[config.mk]
export PLATFORM = sky130hd
export DESIGN_NAME = pmu_cell
export DESIGN_NICKNAME = d
export VERILOG_FILES = /design/src/sv/pmu_pkg.sv /design/src/sv/pmu_cell.sv
export SDC_FILE = /design/constraint.sdc
export NUM_CORES = 1
export LEC_CHECK = 0
export BUFFER_PORTS_ARGS = -buffer_cell sky130_fd_sc_hd__buf_2
export CORE_MARGIN = 10
export CORE_UTILIZATION = 35
export CTS_CLUSTER_SIZE = 16
export DETAILED_ROUTE_END_ITERATION = 8
export SLEW_MARGIN = 15
export SYNTH_ARGS = -nofsm -noshare
export SYNTH_HDL_FRONTEND = slang
export SYNTH_SLANG_ARGS = --single-unit
[constraint.sdc]
create_clock -name clk_i -period 19.1 [get_ports clk_i]
set_clock_uncertainty 0.2 [all_clocks]
set_input_delay 3.82 -clock clk_i [delete_from_list [all_inputs] [get_ports clk_i]]
set_output_delay 3.82 -clock clk_i [all_outputs]
set_load 0.02 [all_outputs]
[src/sv/pmu_pkg.sv]
// ----------------------------------------------------------------------------
// pmu_pkg: shared constants and types of the polynomial multiply unit
// default sizes and the control word that steers each convolution cell
// ----------------------------------------------------------------------------
package pmu_pkg;

  localparam int unsigned MaxDegreeDefault  = 15;
  localparam int unsigned CoeffWidthDefault = 32;

  // tuser code: which operand a coefficient belongs to
  localparam logic KindFirst  = 1'b0;
  localparam logic KindSecond = 1'b1;

  // per-cell control for one clock
  typedef struct packed {
    logic step;      // take the neighbour's sum as the new partial sum
    logic clr_sum;   // clear the partial sum
    logic coef_clr;  // clear the held coefficient
    logic coef_we;   // write the held coefficient (wins over coef_clr)
  } cell_ctrl_t;

endpackage

[src/sv/pmu_cell.sv]
// ----------------------------------------------------------------------------
// pmu_cell: one cell of the transposed convolution chain
// holds one first-operand coefficient and one partial sum; hands its
// updated sum to the lower neighbour
// ----------------------------------------------------------------------------
module pmu_cell #(
  parameter int unsigned COEFF_WIDTH = pmu_pkg::CoeffWidthDefault
) (
  input  logic                   clk_i,
  input  logic                   rst_ni,
  input  pmu_pkg::cell_ctrl_t    ctrl_i,
  input  logic [COEFF_WIDTH-1:0] coeff_i,  // load data
  input  logic [COEFF_WIDTH-1:0] mult_i,   // second-operand multiplicand
  input  logic [COEFF_WIDTH-1:0] sum_i,    // from the upper neighbour
  output logic [COEFF_WIDTH-1:0] sum_o     // to the lower neighbour
);

  logic [COEFF_WIDTH-1:0] coef_q, coef_d;
  logic [COEFF_WIDTH-1:0] psum_q, psum_d;

  // wraps modulo 2^COEFF_WIDTH
  assign sum_o = psum_q + coef_q * mult_i;

  always_comb begin
    coef_d = coef_q;
    if (ctrl_i.coef_we) begin
      coef_d = coeff_i;
    end else if (ctrl_i.coef_clr) begin
      coef_d = '0;
    end
  end

  always_comb begin
    psum_d = psum_q;
    if (ctrl_i.clr_sum) begin
      psum_d = '0;
    end else if (ctrl_i.step) begin
      psum_d = sum_i;
    end
  end

  always_ff @(posedge clk_i or negedge rst_ni) begin
    if (!rst_ni) begin
      coef_q <= '0;
      psum_q <= '0;
    end else begin
      coef_q <= coef_d;
      psum_q <= psum_d;
    end
  end

endmodule

==> metrics.json <==
{
  "outcome": {
    "outcome": "finished clean"
  },
  "timing": {
    "clock.fmax_ghz": 0.0659,
    "maxSlewHeadroom_pct": 17.1,
    "final_period_minus_worst_setup_slack_ps": 15180,
    "totalNegativeSetupSlack_ps": 0,
    "setup_violating_endpoint_count_in_the_final_report": 0,
    "worst_slew_pin_slew_ps": 1240,
    "hold_viol": 0,
    "post-route-period-util_pct": 79.5,
    "unrepaired_setup_endpoints_after_global_routing": "false",
    "timing_max_transition_violations_final": 0
  },
  "global_routing": {
    "globalRoute.totalOverflow": 0,
    "grt_antenna_before_repair": 4,
    "grt_max_degree": 65,
    "first_pass_grt_wire_length_um": 86300,
    "grt_pass1_vias": 15337,
    "grt.total_usage_pct": 16.7
  },
  "clock_network": {
    "clock-sinks": 64,
    "cts_root_buffer": "sky130_fd_sc_hd__clkbuf_16",
    "tritoncts_clock_tree": "done",
    "post_cts_hold_buffer_count": 0,
    "clock_path_buffers": 2,
    "cts_resized": 0,
    "clk_latency_ps": 350,
    "cts-buffers-inserted": 9,
    "ctsHtreeMaxLevel": 3,
    "clk_transition_reported_paths_ps": 60,
    "postCtsSetupBuffers": 0
  },
  "synth": {
    "synth.most_common_cell": "sky130_fd_sc_hd__inv_1",
    "dominantRegCellSynth": "sky130_fd_sc_hd__dfrtp_1",
    "synth_enable_flop_cells": 0,
    "yosysSeqAreaShare_pct": 8.23,
    "synthDominantAreaCellType": "sky130_fd_sc_hd__fa_1",
    "ys_ff_latch": 64,
    "netlist_area_um2": 19500,
    "syn_avg_cell_area_um2": 9.24,
    "synth.lib_cells_used.distinct": 45,
    "synth.top_cell.area_share_pct": 45.0,
    "most_used_standard_cells_in_the_synthesized_netlist": "sky130_fd_sc_hd__inv_1 (484), sky130_fd_sc_hd__fa_1 (438), sky130_fd_sc_hd__and2_1 (367)",
    "synthesis.yosys.warnings": 0,
    "synth_cells": 2106,
    "synth_async_sr_flop_share_pct": 100,
    "synth_fp_nets": 2770,
    "largest_cells_by_area_after_synthesis": "sky130_fd_sc_hd__fa_1 (45%), sky130_fd_sc_hd__and2_1 (12%), sky130_fd_sc_hd__inv_1 (9.3%)"
  },
  "die": {
    "top_level_ports": 134,
    "floorplan.rows": 86,
    "start_util_pct": 35.3,
    "die-height_um": 256,
    "dieArea_um2": 65500,
    "fp.coreArea_um2": 55100,
    "die_width_um": 256
  },
  "final_layout": {
    "fillers": 5631,
    "final_layout_size_suffix_gt1_share_pct": 8.13,
    "finish.net_count": 2824,
    "syn2layout_area_growth_pct": 8.43
  },
  "setup_path": {
    "cp-end-kind": "output port",
    "cp_common_cell": "sky130_fd_sc_hd__fa_1",
    "timing.critical_path.slowest_cell_delay_ps": 550,
    "arrival_ps": 11160,
    "required_arrival_time_at_the_worst_endpoint_ps": 15080,
    "criticalPathCategory": "in -> out",
    "critPathLaunchType": "primary input",
    "timing.critical_path.fanout_max": 31,
    "cell_at_the_slowest_stage_of_the_critical_path": "sky130_fd_sc_hd__fa_1"
  },
  "placed_design": {
    "hpwlAfterDp_um": 43900,
    "numPortBuffers": 133,
    "routabilityCongestion": 0.877
  },
  "routing": {
    "via_count": 13620,
    "drt_first_iter_violations": 696,
    "antenna_left": 0,
    "drt_wl_total_um": 53800,
    "first_pass_iters": 5,
    "drt_drc_violations_left": 0,
    "post_drt_wl_per_cell_um": 18.4,
    "vias_per_cell": 4.67
  },
  "flow_run": {
    "max_cap_violations": 0
  },
  "hold_path": {
    "timing.hold.worst.class": "reg -> reg"
  }
}
[worst paths after layout]
path | start | endpoint | slack (ps) | depth (start not counted)
worst max-delay path | mult_i[1] | sum_o[31] | 3920 | 27
min in group asynchronous | rst_ni | coef_q[1] | 3460 | 2
worst min register to register | psum_q[14] | psum_q[14] | 320 | 2
worst min-delay path | psum_q[14] | psum_q[14] | 320 | 2
max in group asynchronous | rst_ni | psum_q[17] | 14650 | 2
worst max register to register | coef_q[7] | coef_q[7] | 17390 | 2
[final cells by class]
cell class / count / area, um^2 / area share (%)
clock inverter: 7 / 95.1 / 0.450
antenna: 4 / 10.0 / 0.0474
tap: 748 / 936 / 4.43
inverter: 484 / 1820 / 8.61
sequential: 64 / 1600 / 7.59
multi-input combinational: 1455 / 15700 / 74.2
clock buffer: 9 / 225 / 1.07
timing repair buffer: 146 / 763 / 3.62
[stage by stage]
stage,util (%),hold slack (ps),cells,setup slack [ps],area [um^2]
after global routing,38.3,349,2913,3650,21100
after floorplan,-,286,2106,4790,19500
after CTS,38.3,326,2913,3990,21100
after global placement,37.7,304,2897,4150,20800
after detailed placement,37.7,313,2897,3970,20800
final,38.3,322,2917,3920,21100
[cell usage in the layout, fill, tap and decap left out, types with 9 or more instances in the layout]
cell / count
sky130_fd_sc_hd__inv_1: 484
sky130_fd_sc_hd__buf_4: 13
sky130_fd_sc_hd__fa_1: 438
sky130_fd_sc_hd__nand2_1: 206
sky130_fd_sc_hd__nor2_1: 47
sky130_fd_sc_hd__dfrtp_1: 64
sky130_fd_sc_hd__and2_1: 367
sky130_fd_sc_hd__xnor2_1: 72
sky130_fd_sc_hd__ha_1: 124
sky130_fd_sc_hd__mux2i_1: 32
sky130_fd_sc_hd__o21ai_0: 38
sky130_fd_sc_hd__nand2b_1: 33
sky130_fd_sc_hd__xor2_1: 18
sky130_fd_sc_hd__clkbuf_16: 9
sky130_fd_sc_hd__buf_2: 133
sky130_fd_sc_hd__a21oi_1: 17
[logic make-up (layout without fill, tap and decap cells)]
kind of cell / Yosys count / count (layout) / synth area share [%]
flops: 64 / 64 / 8.23
simple gates: 678 / 678 / 18.5
xor+xnor: 90 / 90 / 4.05
buf+inv: 587 / 646 / 11.3
compound gates: 93 / 93 / 3.23
fa+ha+maj: 562 / 562 / 53.0
mux: 32 / 32 / 1.65
other cells: 0 / 4 / 0
[routing by layer]
metal | global-route usage, % | share of wire [%] | vias to the layer above
met5 | 0 | 0.033 | -
met4 | 5.29 | 3.1 | 2
met3 | 2.57 | 5.0 | 68
met2 | 27.5 | 47 | 335
met1 | 22.3 | 45 | 7032
li1 | - | - | 6183
[state kept, by name, indices dropped and copies added, names as in the netlist]
signal  cells
psum_q     32
coef_q     32
[worst max-delay path, delay by kind of cell]
kind	cells	cell delay (ps)
AOI/OAI and AO/OA	3	450
xor gates and xnor gates	1	160
adders and majority gates	9	4340
buffers and inverters	8	1060
and+or+nand+nor	6	1290
Power is not shown: default switching activity piles up to over one toggle a cycle in this logic, so the estimate is an artifact.
